`src/rtl/core/lpcf_pkg.sv`:
```
// ---------------------------------------------------------------------------
// lpcf_pkg
// Shared widths, character codes, register indices, state encoding and the
// overstrike lookup for the line printer character formatter.
// ---------------------------------------------------------------------------
`default_nettype none

package lpcf_pkg;

  localparam int CHAR_W = 8;
  localparam int REP_W  = 8;
  localparam int COL_W  = 8;
  localparam int LINE_W = 9;
  localparam int MODE_W = 4;
  localparam int IDX_W  = 2;
  localparam int DATA_W = 8;

  typedef logic [CHAR_W-1:0] char_t;
  typedef logic [COL_W-1:0]  col_t;
  typedef logic [LINE_W-1:0] line_t;

  // character codes
  localparam char_t CH_BEL        = 8'h07;
  localparam char_t CH_BS         = 8'h08;
  localparam char_t CH_TAB        = 8'h09;
  localparam char_t CH_LF         = 8'h0A;
  localparam char_t CH_VT         = 8'h0B;
  localparam char_t CH_FF         = 8'h0C;
  localparam char_t CH_CR         = 8'h0D;
  localparam char_t CH_SPACE      = 8'h20;
  localparam char_t CH_DASH       = 8'h2D;
  localparam char_t CH_UNDERSCORE = 8'h5F;
  localparam char_t CH_LOWER_A    = 8'h61;
  localparam char_t CH_LOWER_Z    = 8'h7A;
  localparam char_t CASE_OFFSET   = 8'h20;
  localparam char_t MARK_BIT      = 8'h80;
  localparam char_t LOW7_MASK     = 8'h7F;

  // column limits
  localparam col_t COL_MAX       = 8'd255;
  localparam col_t TAB_LAST_STOP = 8'd248;
  localparam col_t INDENT_COL    = 8'd8;

  // mode bit positions
  localparam int M_RAW    = 0;
  localparam int M_UPPER  = 1;
  localparam int M_WASTE  = 2;
  localparam int M_INDENT = 3;

  // configuration register indices
  localparam logic [IDX_W-1:0] REG_MODE  = 2'd0;
  localparam logic [IDX_W-1:0] REG_WIDTH = 2'd1;
  localparam logic [IDX_W-1:0] REG_DEPTH = 2'd2;

  localparam logic [MODE_W-1:0] MODE_RST  = 4'd0;
  localparam col_t              WIDTH_RST = 8'd131;
  localparam col_t              DEPTH_RST = 8'd60;

  typedef enum logic [10:0] {
    S_IDLE     = 11'b000_0000_0001,
    S_DECODE   = 11'b000_0000_0010,
    S_PR_CR    = 11'b000_0000_0100,
    S_PR_WIDTH = 11'b000_0000_1000,
    S_PR_PAD   = 11'b000_0001_0000,
    S_PR_CHAR  = 11'b000_0010_0000,
    S_OVR      = 11'b000_0100_0000,
    S_NL_CR    = 11'b000_1000_0000,
    S_NL_LINE  = 11'b001_0000_0000,
    S_VT       = 11'b010_0000_0000,
    S_FINISH   = 11'b100_0000_0000
  } state_t;

  typedef struct packed {
    char_t            out_char;
    logic [REP_W-1:0] repeat_res;
  } res_t;

  typedef struct packed {
    logic  hit;
    char_t base;
  } ovr_t;

  // overstrike rendering: special character -> base character, struck with '-'
  function automatic ovr_t ovr_map(input char_t c);
    ovr_t r;
    r.hit  = 1'b1;
    r.base = c;
    case (c)
      8'h7B: r.base = 8'h28;  // {  ->  (
      8'h7D: r.base = 8'h29;  // }  ->  )
      8'h7C: r.base = 8'h21;  // |  ->  !
      8'h7E: r.base = 8'h5E;  // ~  ->  ^
      8'h60: r.base = 8'h27;  // `  ->  '
      default: r.hit = 1'b0;
    endcase
    return r;
  endfunction

endpackage

`default_nettype wire

```
`src/rtl/core/lpcf_in_if.sv`:
```
// ---------------------------------------------------------------------------
// lpcf_in_if
// Input byte channel: valid/ready handshake carrying one byte per transfer.
// ---------------------------------------------------------------------------
`default_nettype none

interface lpcf_in_if;
  logic                 valid;
  logic                 ready;
  logic [lpcf_pkg::CHAR_W-1:0] char_in;

  modport source (output valid, output char_in, input ready);
  modport sink   (input valid, input char_in, output ready);
endinterface

`default_nettype wire

```
`src/rtl/core/lpcf_out_if.sv`:
```
// ---------------------------------------------------------------------------
// lpcf_out_if
// Printer symbol channel: symbol, repeat count and end-of-byte flag.
// ---------------------------------------------------------------------------
`default_nettype none

interface lpcf_out_if;
  logic                        valid;
  logic                        ready;
  logic [lpcf_pkg::CHAR_W-1:0] out_char;
  logic [lpcf_pkg::REP_W-1:0]  repeat_res;
  logic                        last;

  modport source (output valid, output out_char, output repeat_res, output last,
                  input ready);
  modport sink   (input valid, input out_char, input repeat_res, input last,
                  output ready);
endinterface

`default_nettype wire

```
`src/rtl/core/lpcf_cfg_if.sv`:
```
// ---------------------------------------------------------------------------
// lpcf_cfg_if
// Configuration write channel: register index and write data.
// ---------------------------------------------------------------------------
`default_nettype none

interface lpcf_cfg_if;
  logic                        valid;
  logic                        ready;
  logic [lpcf_pkg::IDX_W-1:0]  index;
  logic [lpcf_pkg::DATA_W-1:0] data;

  modport source (output valid, output index, output data, input ready);
  modport sink   (input valid, input index, input data, output ready);
endinterface

`default_nettype wire

```
`src/rtl/core/line_printer_char_formatter.sv`:
```
// ---------------------------------------------------------------------------
// line_printer_char_formatter
// Turns bytes written to a line printer into printer symbols.
//
// One byte is taken at a time; the input is not ready until every symbol it
// causes has been handed to the output register. A small sequencer walks
// the byte through decode, print (carriage return, pad run, character),
// newline and vertical tab steps, using one shared 9-bit subtract/compare
// unit for the carriage return, width, pad and page depth tests. A step
// that emits a symbol waits while the output side holds off. Symbols pass
// through a one-entry holding stage so the final one of a byte can be
// flagged with last; the output register lets the next byte start while
// that final symbol still waits to be taken. A byte that causes no symbol
// produces no transfer at all. Configuration writes are accepted at any
// time but should be made only while the block is idle.
// ---------------------------------------------------------------------------
`default_nettype none

module line_printer_char_formatter (
  input  logic       clk,
  input  logic       rst,
  lpcf_in_if.sink    in_ch,
  lpcf_out_if.source out_ch,
  lpcf_cfg_if.sink   cfg
);

  // configuration
  logic [lpcf_pkg::MODE_W-1:0] mode_bits;
  lpcf_pkg::col_t              page_width;
  lpcf_pkg::col_t              page_depth;

  // formatter state
  lpcf_pkg::state_t state, state_next;
  lpcf_pkg::col_t   logical_column, logical_column_next;
  lpcf_pkg::col_t   printed_column, printed_column_next;
  lpcf_pkg::line_t  line_count, line_count_next;
  lpcf_pkg::char_t  cur_char, cur_char_next;   // character being worked on
  lpcf_pkg::char_t  nl_char, nl_char_next;     // LF/FF symbol for the newline
  logic             ovr_pend, ovr_pend_next;   // '-' still to strike over
  logic             vt_pend, vt_pend_next;     // inside a vertical tab run

  // holding stage and output register
  lpcf_pkg::res_t hold;
  logic           hold_valid;
  lpcf_pkg::res_t out_res;
  logic           out_valid;
  logic           out_last;

  logic           in_fire;
  logic           out_free;
  logic           emit_req;
  lpcf_pkg::res_t emit_res;
  logic           flush_last;
  logic           stall;
  logic           push;

  // shared subtract/compare unit
  lpcf_pkg::line_t      opa, opb;
  logic [lpcf_pkg::LINE_W:0] diff;
  logic                 a_lt_b;
  logic                 a_eq_b;

  lpcf_pkg::line_t  line_inc;
  lpcf_pkg::col_t   col_inc;
  lpcf_pkg::col_t   col_dec;
  lpcf_pkg::col_t   line_start_col;
  lpcf_pkg::ovr_t   ovr;
  lpcf_pkg::char_t  dec_char;
  lpcf_pkg::char_t  dec_low7;
  lpcf_pkg::char_t  nl_sym;

  assign in_ch.ready = (state == lpcf_pkg::S_IDLE);
  assign in_fire     = in_ch.valid && in_ch.ready;
  assign cfg.ready   = 1'b1;

  assign out_ch.valid      = out_valid;
  assign out_ch.out_char   = out_res.out_char;
  assign out_ch.repeat_res = out_res.repeat_res;
  assign out_ch.last       = out_last;

  assign out_free = !out_valid || out_ch.ready;

  // --- configuration registers --------------------------------------------
  always_ff @(posedge clk) begin
    if (rst) begin
      mode_bits  <= lpcf_pkg::MODE_RST;
      page_width <= lpcf_pkg::WIDTH_RST;
      page_depth <= lpcf_pkg::DEPTH_RST;
    end else if (cfg.valid && cfg.ready) begin
      case (cfg.index)
        lpcf_pkg::REG_MODE:  mode_bits  <= cfg.data[lpcf_pkg::MODE_W-1:0];
        lpcf_pkg::REG_WIDTH: page_width <= cfg.data;
        lpcf_pkg::REG_DEPTH: page_depth <= cfg.data;
        default: ;  // unmapped index: ignored
      endcase
    end
  end

  // --- operand select for the shared unit ---------------------------------
  assign line_inc = line_count + 9'd1;

  always_comb begin
    opa = {1'b0, logical_column};
    opb = {1'b0, printed_column};
    case (state)
      lpcf_pkg::S_PR_WIDTH: opb = {1'b0, page_width};
      lpcf_pkg::S_NL_LINE: begin
        // forced form feed when the new line count passes the page depth
        opa = {1'b0, page_depth};
        opb = line_inc;
      end
      default: ;
    endcase
  end

  assign diff   = {1'b0, opa} - {1'b0, opb};
  assign a_lt_b = diff[lpcf_pkg::LINE_W];
  assign a_eq_b = (diff[lpcf_pkg::LINE_W-1:0] == '0);

  // small column helpers
  assign col_inc = (logical_column == lpcf_pkg::COL_MAX) ? logical_column
                                                          : logical_column + 8'd1;
  assign col_dec = (logical_column == '0) ? logical_column : logical_column - 8'd1;
  assign line_start_col = mode_bits[lpcf_pkg::M_INDENT] ? lpcf_pkg::INDENT_COL : '0;

  // decode: case folding and overstrike lookup
  assign ovr = lpcf_pkg::ovr_map(cur_char);

  always_comb begin
    dec_char = cur_char;
    if (mode_bits[lpcf_pkg::M_UPPER] &&
        (cur_char inside {[lpcf_pkg::CH_LOWER_A:lpcf_pkg::CH_LOWER_Z]})) begin
      dec_char = cur_char - lpcf_pkg::CASE_OFFSET;
    end
  end

  assign dec_low7 = dec_char & lpcf_pkg::LOW7_MASK;

  // only an exact FF code clears the line count; a marked FF does not
  assign nl_sym = ((page_depth != '0) && a_lt_b) ? lpcf_pkg::CH_FF : nl_char;

  // --- sequencer ----------------------------------------------------------
  always_comb begin
    state_next          = state;
    logical_column_next = logical_column;
    printed_column_next = printed_column;
    line_count_next     = line_count;
    cur_char_next       = cur_char;
    nl_char_next        = nl_char;
    ovr_pend_next       = ovr_pend;
    vt_pend_next        = vt_pend;
    emit_req            = 1'b0;
    emit_res.out_char   = cur_char;
    emit_res.repeat_res = 8'd1;
    flush_last          = 1'b0;

    case (state)
      lpcf_pkg::S_IDLE: begin
        if (in_fire) begin
          // underscore gains the mark bit before anything else
          cur_char_next = (in_ch.char_in == lpcf_pkg::CH_UNDERSCORE) ?
                          (in_ch.char_in | lpcf_pkg::MARK_BIT) : in_ch.char_in;
          ovr_pend_next = 1'b0;
          vt_pend_next  = 1'b0;
          state_next    = lpcf_pkg::S_DECODE;
        end
      end

      lpcf_pkg::S_DECODE: begin
        if (mode_bits[lpcf_pkg::M_RAW]) begin
          emit_req   = 1'b1;
          state_next = lpcf_pkg::S_FINISH;
        end else if (mode_bits[lpcf_pkg::M_UPPER] && ovr.hit) begin
          // print the base first, then strike '-' over it
          cur_char_next = ovr.base;
          ovr_pend_next = 1'b1;
          state_next    = lpcf_pkg::S_PR_CR;
        end else begin
          cur_char_next = dec_char;
          state_next    = lpcf_pkg::S_FINISH;
          case (dec_low7)
            lpcf_pkg::CH_TAB: begin
              logical_column_next = (logical_column >= lpcf_pkg::TAB_LAST_STOP) ?
                lpcf_pkg::COL_MAX : {logical_column[7:3] + 5'd1, 3'b000};
            end
            lpcf_pkg::CH_FF, lpcf_pkg::CH_LF: begin
              nl_char_next = dec_char;
              state_next   = lpcf_pkg::S_NL_CR;
            end
            lpcf_pkg::CH_CR:    logical_column_next = line_start_col;
            lpcf_pkg::CH_BS:    logical_column_next = col_dec;
            lpcf_pkg::CH_BEL: begin
              emit_req          = 1'b1;
              emit_res.out_char = dec_char;
            end
            lpcf_pkg::CH_SPACE: logical_column_next = col_inc;
            lpcf_pkg::CH_VT: begin
              vt_pend_next = 1'b1;
              nl_char_next = lpcf_pkg::CH_LF;
              state_next   = (printed_column != '0) ? lpcf_pkg::S_NL_CR : lpcf_pkg::S_VT;
            end
            default: begin
              // remaining control codes are dropped
              if (dec_low7 >= lpcf_pkg::CH_SPACE) state_next = lpcf_pkg::S_PR_CR;
            end
          endcase
        end
      end

      lpcf_pkg::S_PR_CR: begin
        // head right of target column: return the carriage
        if (a_lt_b) begin
          emit_req            = 1'b1;
          emit_res.out_char   = lpcf_pkg::CH_CR;
          printed_column_next = '0;
        end
        state_next = lpcf_pkg::S_PR_WIDTH;
      end

      lpcf_pkg::S_PR_WIDTH: begin
        if (a_lt_b) begin
          state_next = lpcf_pkg::S_PR_PAD;
        end else begin
          // clipped past the page width
          logical_column_next = col_inc;
          state_next = ovr_pend ? lpcf_pkg::S_OVR : lpcf_pkg::S_FINISH;
        end
      end

      lpcf_pkg::S_PR_PAD: begin
        if (!a_lt_b && !a_eq_b) begin
          emit_req            = 1'b1;
          emit_res.out_char   = lpcf_pkg::CH_SPACE;
          emit_res.repeat_res = diff[lpcf_pkg::REP_W-1:0];
          printed_column_next = logical_column;
        end
        state_next = lpcf_pkg::S_PR_CHAR;
      end

      lpcf_pkg::S_PR_CHAR: begin
        emit_req            = 1'b1;
        printed_column_next = printed_column + 8'd1;
        logical_column_next = col_inc;
        state_next = ovr_pend ? lpcf_pkg::S_OVR : lpcf_pkg::S_FINISH;
      end

      lpcf_pkg::S_OVR: begin
        logical_column_next = col_dec;
        cur_char_next       = lpcf_pkg::CH_DASH;
        ovr_pend_next       = 1'b0;
        state_next          = lpcf_pkg::S_PR_CR;
      end

      lpcf_pkg::S_NL_CR: begin
        if ((printed_column != '0) || (line_count != '0) ||
            mode_bits[lpcf_pkg::M_WASTE]) begin
          if (printed_column != '0) begin
            emit_req          = 1'b1;
            emit_res.out_char = lpcf_pkg::CH_CR;
          end
          printed_column_next = '0;
          state_next          = lpcf_pkg::S_NL_LINE;
        end else begin
          // blank line at top of page is swallowed
          logical_column_next = line_start_col;
          state_next = vt_pend ? lpcf_pkg::S_VT : lpcf_pkg::S_FINISH;
        end
      end

      lpcf_pkg::S_NL_LINE: begin
        emit_req            = 1'b1;
        emit_res.out_char   = nl_sym;
        line_count_next     = (nl_sym == lpcf_pkg::CH_FF) ? '0 : line_inc;
        printed_column_next = '0;
        logical_column_next = line_start_col;
        state_next = vt_pend ? lpcf_pkg::S_VT : lpcf_pkg::S_FINISH;
      end

      lpcf_pkg::S_VT: begin
        // keep feeding lines until a multiple of eight
        if (line_count[2:0] != 3'd0) begin
          nl_char_next = lpcf_pkg::CH_LF;
          state_next   = lpcf_pkg::S_NL_CR;
        end else begin
          state_next = lpcf_pkg::S_FINISH;
        end
      end

      lpcf_pkg::S_FINISH: begin
        if (!hold_valid) begin
          state_next = lpcf_pkg::S_IDLE;
        end else if (out_free) begin
          flush_last = 1'b1;
          state_next = lpcf_pkg::S_IDLE;
        end
      end

      default: state_next = lpcf_pkg::S_IDLE;
    endcase
  end

  // a new symbol needs the held one moved on first
  assign stall = emit_req && hold_valid && !out_free;
  assign push  = (emit_req && !stall && hold_valid) || flush_last;

  always_ff @(posedge clk) begin
    if (rst) begin
      state          <= lpcf_pkg::S_IDLE;
      logical_column <= '0;
      printed_column <= '0;
      line_count     <= '0;
      ovr_pend       <= 1'b0;
      vt_pend        <= 1'b0;
    end else if (!stall) begin
      state          <= state_next;
      logical_column <= logical_column_next;
      printed_column <= printed_column_next;
      line_count     <= line_count_next;
      ovr_pend       <= ovr_pend_next;
      vt_pend        <= vt_pend_next;
    end
  end

  always_ff @(posedge clk) begin
    if (!stall) begin
      cur_char <= cur_char_next;
      nl_char  <= nl_char_next;
    end
  end

  // holding stage and output register control
  always_ff @(posedge clk) begin
    if (rst) begin
      hold_valid <= 1'b0;
      out_valid  <= 1'b0;
    end else begin
      if (emit_req && !stall) begin
        hold_valid <= 1'b1;
      end else if (flush_last) begin
        hold_valid <= 1'b0;
      end
      if (push) begin
        out_valid <= 1'b1;
      end else if (out_ch.ready) begin
        out_valid <= 1'b0;
      end
    end
  end

  always_ff @(posedge clk) begin
    if (emit_req && !stall) begin
      hold <= emit_res;
    end
    if (push) begin
      out_res  <= hold;
      out_last <= flush_last;
    end
  end

  // --- assertions ---------------------------------------------------------
  a_state_onehot: assert property (@(posedge clk) disable iff (rst)
    $onehot(state))
    else $error("formatter state not one-hot");

  a_idle_hold_empty: assert property (@(posedge clk) disable iff (rst)
    (state == lpcf_pkg::S_IDLE) |-> !hold_valid)
    else $error("symbol left in holding stage at idle");

  a_nonlast_has_follower: assert property (@(posedge clk) disable iff (rst)
    (out_valid && !out_last) |-> hold_valid)
    else $error("non-final symbol shown with nothing held behind it");

  a_accept_decodes: assert property (@(posedge clk) disable iff (rst)
    in_fire |=> (state == lpcf_pkg::S_DECODE))
    else $error("accepted byte not decoded next cycle");

  a_idle_columns_stable: assert property (@(posedge clk) disable iff (rst)
    ((state == lpcf_pkg::S_IDLE) && !in_fire) |=>
      ($stable(logical_column) && $stable(printed_column) && $stable(line_count)))
    else $error("column or line state moved while idle");

endmodule

`default_nettype wire
```
`src/flat_wrapper.sv`:
```
// flat-port wrapper written by rule: the top's interface ports become plain ports
module line_printer_char_formatter_flat 
  (clk, rst, in_ch_valid, in_ch_char_in, in_ch_ready, out_ch_valid, out_ch_out_char, out_ch_repeat_res, out_ch_last, out_ch_ready, cfg_valid, cfg_index, cfg_data, cfg_ready);
  lpcf_in_if in_ch_i ();
  lpcf_out_if out_ch_i ();
  lpcf_cfg_if cfg_i ();
  input  logic clk;
  input  logic rst;
  input wire logic [$bits(in_ch_i.valid)-1:0] in_ch_valid;
  input wire logic [$bits(in_ch_i.char_in)-1:0] in_ch_char_in;
  output wire logic [$bits(in_ch_i.ready)-1:0] in_ch_ready;
  output wire logic [$bits(out_ch_i.valid)-1:0] out_ch_valid;
  output wire logic [$bits(out_ch_i.out_char)-1:0] out_ch_out_char;
  output wire logic [$bits(out_ch_i.repeat_res)-1:0] out_ch_repeat_res;
  output wire logic [$bits(out_ch_i.last)-1:0] out_ch_last;
  input wire logic [$bits(out_ch_i.ready)-1:0] out_ch_ready;
  input wire logic [$bits(cfg_i.valid)-1:0] cfg_valid;
  input wire logic [$bits(cfg_i.index)-1:0] cfg_index;
  input wire logic [$bits(cfg_i.data)-1:0] cfg_data;
  output wire logic [$bits(cfg_i.ready)-1:0] cfg_ready;
  assign in_ch_i.valid = in_ch_valid;
  assign in_ch_i.char_in = in_ch_char_in;
  assign in_ch_ready = in_ch_i.ready;
  assign out_ch_valid = out_ch_i.valid;
  assign out_ch_out_char = out_ch_i.out_char;
  assign out_ch_repeat_res = out_ch_i.repeat_res;
  assign out_ch_last = out_ch_i.last;
  assign out_ch_i.ready = out_ch_ready;
  assign cfg_i.valid = cfg_valid;
  assign cfg_i.index = cfg_index;
  assign cfg_i.data = cfg_data;
  assign cfg_ready = cfg_i.ready;
  line_printer_char_formatter u_core (.clk(clk), .rst(rst), .in_ch(in_ch_i), .out_ch(out_ch_i), .cfg(cfg_i));
endmodule
```
`config.mk`:
```
export PLATFORM = sky130hd
export DESIGN_NAME = line_printer_char_formatter_flat
export DESIGN_NICKNAME = d
export VERILOG_FILES = /design/src/rtl/core/lpcf_pkg.sv /design/src/rtl/core/lpcf_in_if.sv /design/src/rtl/core/lpcf_out_if.sv /design/src/rtl/core/lpcf_cfg_if.sv /design/src/rtl/core/line_printer_char_formatter.sv /design/src/flat_wrapper.sv
export SDC_FILE = /design/constraint.sdc
export NUM_CORES = 1
export LEC_CHECK = 0
export ABC_AREA = 1
export BUFFER_PORTS_ARGS = -buffer_cell sky130_fd_sc_hd__clkbuf_2
export CAP_MARGIN = 10
export CORE_ASPECT_RATIO = 1.2
export CORE_MARGIN = 1.5
export CORE_UTILIZATION = 55
export DETAILED_ROUTE_END_ITERATION = 10
export GPL_TIMING_DRIVEN = 0
export PLACE_DENSITY = 0.72
export SLEW_MARGIN = 0
export SYNTH_ARGS = -nofsm -noshare
export SYNTH_HDL_FRONTEND = slang
export SYNTH_SLANG_ARGS = --single-unit
export TNS_END_PERCENT = 30
```
`constraint.sdc`:
```
create_clock -name clk -period 14 [get_ports clk]
set_input_delay 1.4 -clock clk [delete_from_list [all_inputs] [get_ports clk]]
set_output_delay 1.4 -clock clk [all_outputs]
set_load 0.05 [all_outputs]
```
==> results.toml <==
[drt]
vias = 6585
via_per_inst = 5.62
first_pass_iters = 5
wl_per_cell_um = 15.9
drt_iter0_markers = 406
drc_errors = 0
ant_nets = 0
wl_um = 18600

[worst_hold_path]
hold_path_class = "register to register"
min_from = "u_core.hold[14]"

[cells_and_area]
num-nets-final = 1046
drive_gt1_frac = 0.132
multi_input_area_um2 = 3660
area.growth.synth_to_final_pct = 10.0
antenna_cells = 0
final_common_cell = "nand2_1"
layout_common_cells = "198 x nand2_1, 126 x inv_1, 116 x nor2_1"
nFillCells = 1169
regArea_um2 = 2670

[sta]
tightest_slew_ns = 1.19
max_clock_freq_mhz = 190
drv_slew = 0
fin_crit_ns = 5.26
finClkSkew_ns = 0.00841
maxSlewHeadroom = 0.202
rsz0062_at_grt = "no"
fin_crit_sh = 0.376
finalSetupTns_ns = 0
final-setup-viol-count = 0
timing_hold_violations_final = 0

[worst_setup_path]
slowest_delay_ns = 0.93
critPathMostFrequentCell = "nand2_1"
crit_type = "register to register"
cp_slowest_cell = "a211oi_1"
crit_fanout = 10
cp.arrival_ns = 5.24
cp.required_ns = 13.97
crit_chain = "nor2_2, nand2_2, nor2_4, nand2_2, clkbuf_1, nand2_1, inv_1, a221o_1, ha_1, fa_1, inv_1, nand3_1, nand3_1, nand2_1, nor2_1, nand4_1, nand3_4, nand2_4, nand2_8, buf_4, nand2_1, a211oi_1"
cp-start-kind = "register"
crit_path_start = "u_core.state[2]"
timing.rr.start = "u_core.state[2]"
end_kind = "register"

[logic_synthesis]
synth_cells = 954
synth_flop_cell = "dfxtp_1"
yosysWarnings = 0
syn_nets = 995
synth-async-reset-ratio = 0
synth_edf_count = 49
avgSynthCellArea_um2 = 7.30
synth_seq_cells = 109
syn_area_um2 = 6970
yosysSeqAreaShare = 0.384
ys_types = 60

[clocking]
cts_hold_buf = 0
post_cts_buffers = 0
clock_latency_ns = 0.36
path_clk_slew_ns = 0.07
cts_resized = 0
clockBufferDepth = 2
cts_tree = "done"
cts-root-buf = "clkbuf_16"
h-tree-depth = 3
numCtsBuffers = 9
cts_sinks = 109

[floorplanning]
start_util = 0.570
fp.dieW_um = 106
ios = 43
die_height_um = 126
fp-row-count = 44
core-area_um2 = 12200
die-area_um2 = 13400

[run_status]
run_status = "finished, final reports clean"

[place]
gp_congestion = 0.972
hpwlAfterDp_um = 14400
io_buffers = 40

[grt]
grt.overflow.total = 0
gr-usage-all-layers = 0.294
grt_pass1_wl_um = 30800
grt_pass1_vias = 6148
grt_antenna_before_repair = 0
grt_max_degree = 20

[power]
ir_worst_vdd_uv = 111
finalPower_w = 0.00128
p_per_area_nw_per_um2 = 167
p_leak_nw = 3.36

[job]
maxCapViolCount = 0
area by class of cell:
cell class | count | share of cell area
Buffer | 20 | 0.0150
Multi-Input combinational cell | 685 | 0.477
Sequential cell | 109 | 0.349
Tap cell | 161 | 0.0263
Inverter | 140 | 0.0689
Clock buffer | 11 | 0.0304
Timing Repair Buffer | 40 | 0.0261
Clock inverter | 5 | 0.00767
through the flow:
step	instances	instance area [µm²]	utilization	hold WS (ns)	setup WS, ns
after floorplan	954	6970	-	0.400	9.30
after global placement	1155	7370	0.603	0.401	8.31
after detailed placement	1155	7370	0.603	0.406	8.78
after CTS	1171	7660	0.627	0.422	8.77
after global routing	1171	7660	0.627	0.425	8.29
final	1171	7660	0.627	0.420	8.74
worst paths after layout:
path / to / slack (ns) / depth (start not counted)
setup reg to reg: u_core.nl_char[2] / 8.74 / 22
hold reg to reg: u_core.out_ch.out_char[6] / 0.42 / 0
setup / recovery: u_core.nl_char[2] / 8.74 / 22
hold / removal: u_core.out_ch.out_char[6] / 0.42 / 0
Yosys cell counts, types with 2 or more instances:
cell type,n,area (µm²)
nand2_1,198,743
inv_1,126,473
nor2_1,116,435
nand3_1,61,305
dfxtp_1,60,1200
a21oi_1,54,270
o21ai_0,52,260
edfxtp_1,49,1470
nor3_1,24,120
nand2_2,20,125
nand4_1,20,125
ha_1,17,213
xor2_1,15,131
inv_2,11,41.3
clkbuf_1,9,33.8
nor2_4,9,101
o22ai_1,9,56.3
nor2_2,8,50.1
o211ai_1,7,52.6
o21ai_1,6,30.0
a221oi_1,5,43.8
a31oi_1,5,31.3
buf_2,5,25.0
nand3_2,5,50.1
nand3b_1,5,37.5
nor4_1,5,31.3
nand2_4,4,45.0
a22o_1,3,26.3
buf_4,3,22.5
buf_6,3,33.8
o2111ai_1,3,26.3
o21bai_1,3,22.5
a211oi_1,2,15.0
clkinv_1,2,7.51
nor3b_1,2,15.0
o221ai_1,2,17.5
or2_2,2,12.5
xnor2_1,2,17.5
registers in the layout, indices dropped and copies added (netlist names):
name,cells
u_core.page_depth,8
u_core.hold_valid,1
u_core.out_ch.out_char,8
u_core.ovr_pend,1
u_core.vt_pend,1
u_core.out_ch.valid,1
u_core.printed_column,8
u_core.hold,16
u_core.logical_column,8
u_core.page_width,8
u_core.state,11
u_core.out_ch.repeat_res,8
u_core.mode_bits,4
u_core.cur_char,8
u_core.out_ch.last,1
u_core.nl_char,8
u_core.line_count,9
logic make-up after synthesis:
family,share of synthesized area
buffers and inverters,0.0923
and+or+nand+nor,0.333
AOI/OAI and AO/OA,0.136
DFF,0.384
other,0.000538
adders and majority gates,0.0334
xor gates and xnor gates,0.0214
worst max-delay path: cells and delay by family, from the launching register on:
family,cells,cell delay (ns)
fa+ha+maj,2,0.62
flops,1,0.35
simple gates,14,1.94
compound gates,2,1.25
buf+inv,4,0.70
power by group:
part,switching [W],total [W],internal (W),leakage [nW]
clock,0.000119,0.000259,0.000139,0.138
sequential,0.0000400,0.000420,0.000380,0.934
combinational,0.000421,0.000602,0.000181,2.29
metal layers:
layer / global-route usage / vias to the layer above / wire length [µm] / part of all wire
met3: 0.0308 / 29 / 1160 / 0.063
met1: 0.389 / 3020 / 8090 / 0.44
met5: 0 / - / 0 / 0
li1: - / 3280 / - / -
met2: 0.488 / 256 / 8850 / 0.48
met4: 0.129 / 0 / 483 / 0.026
Note: power is estimated with default switching activity, not from simulation.
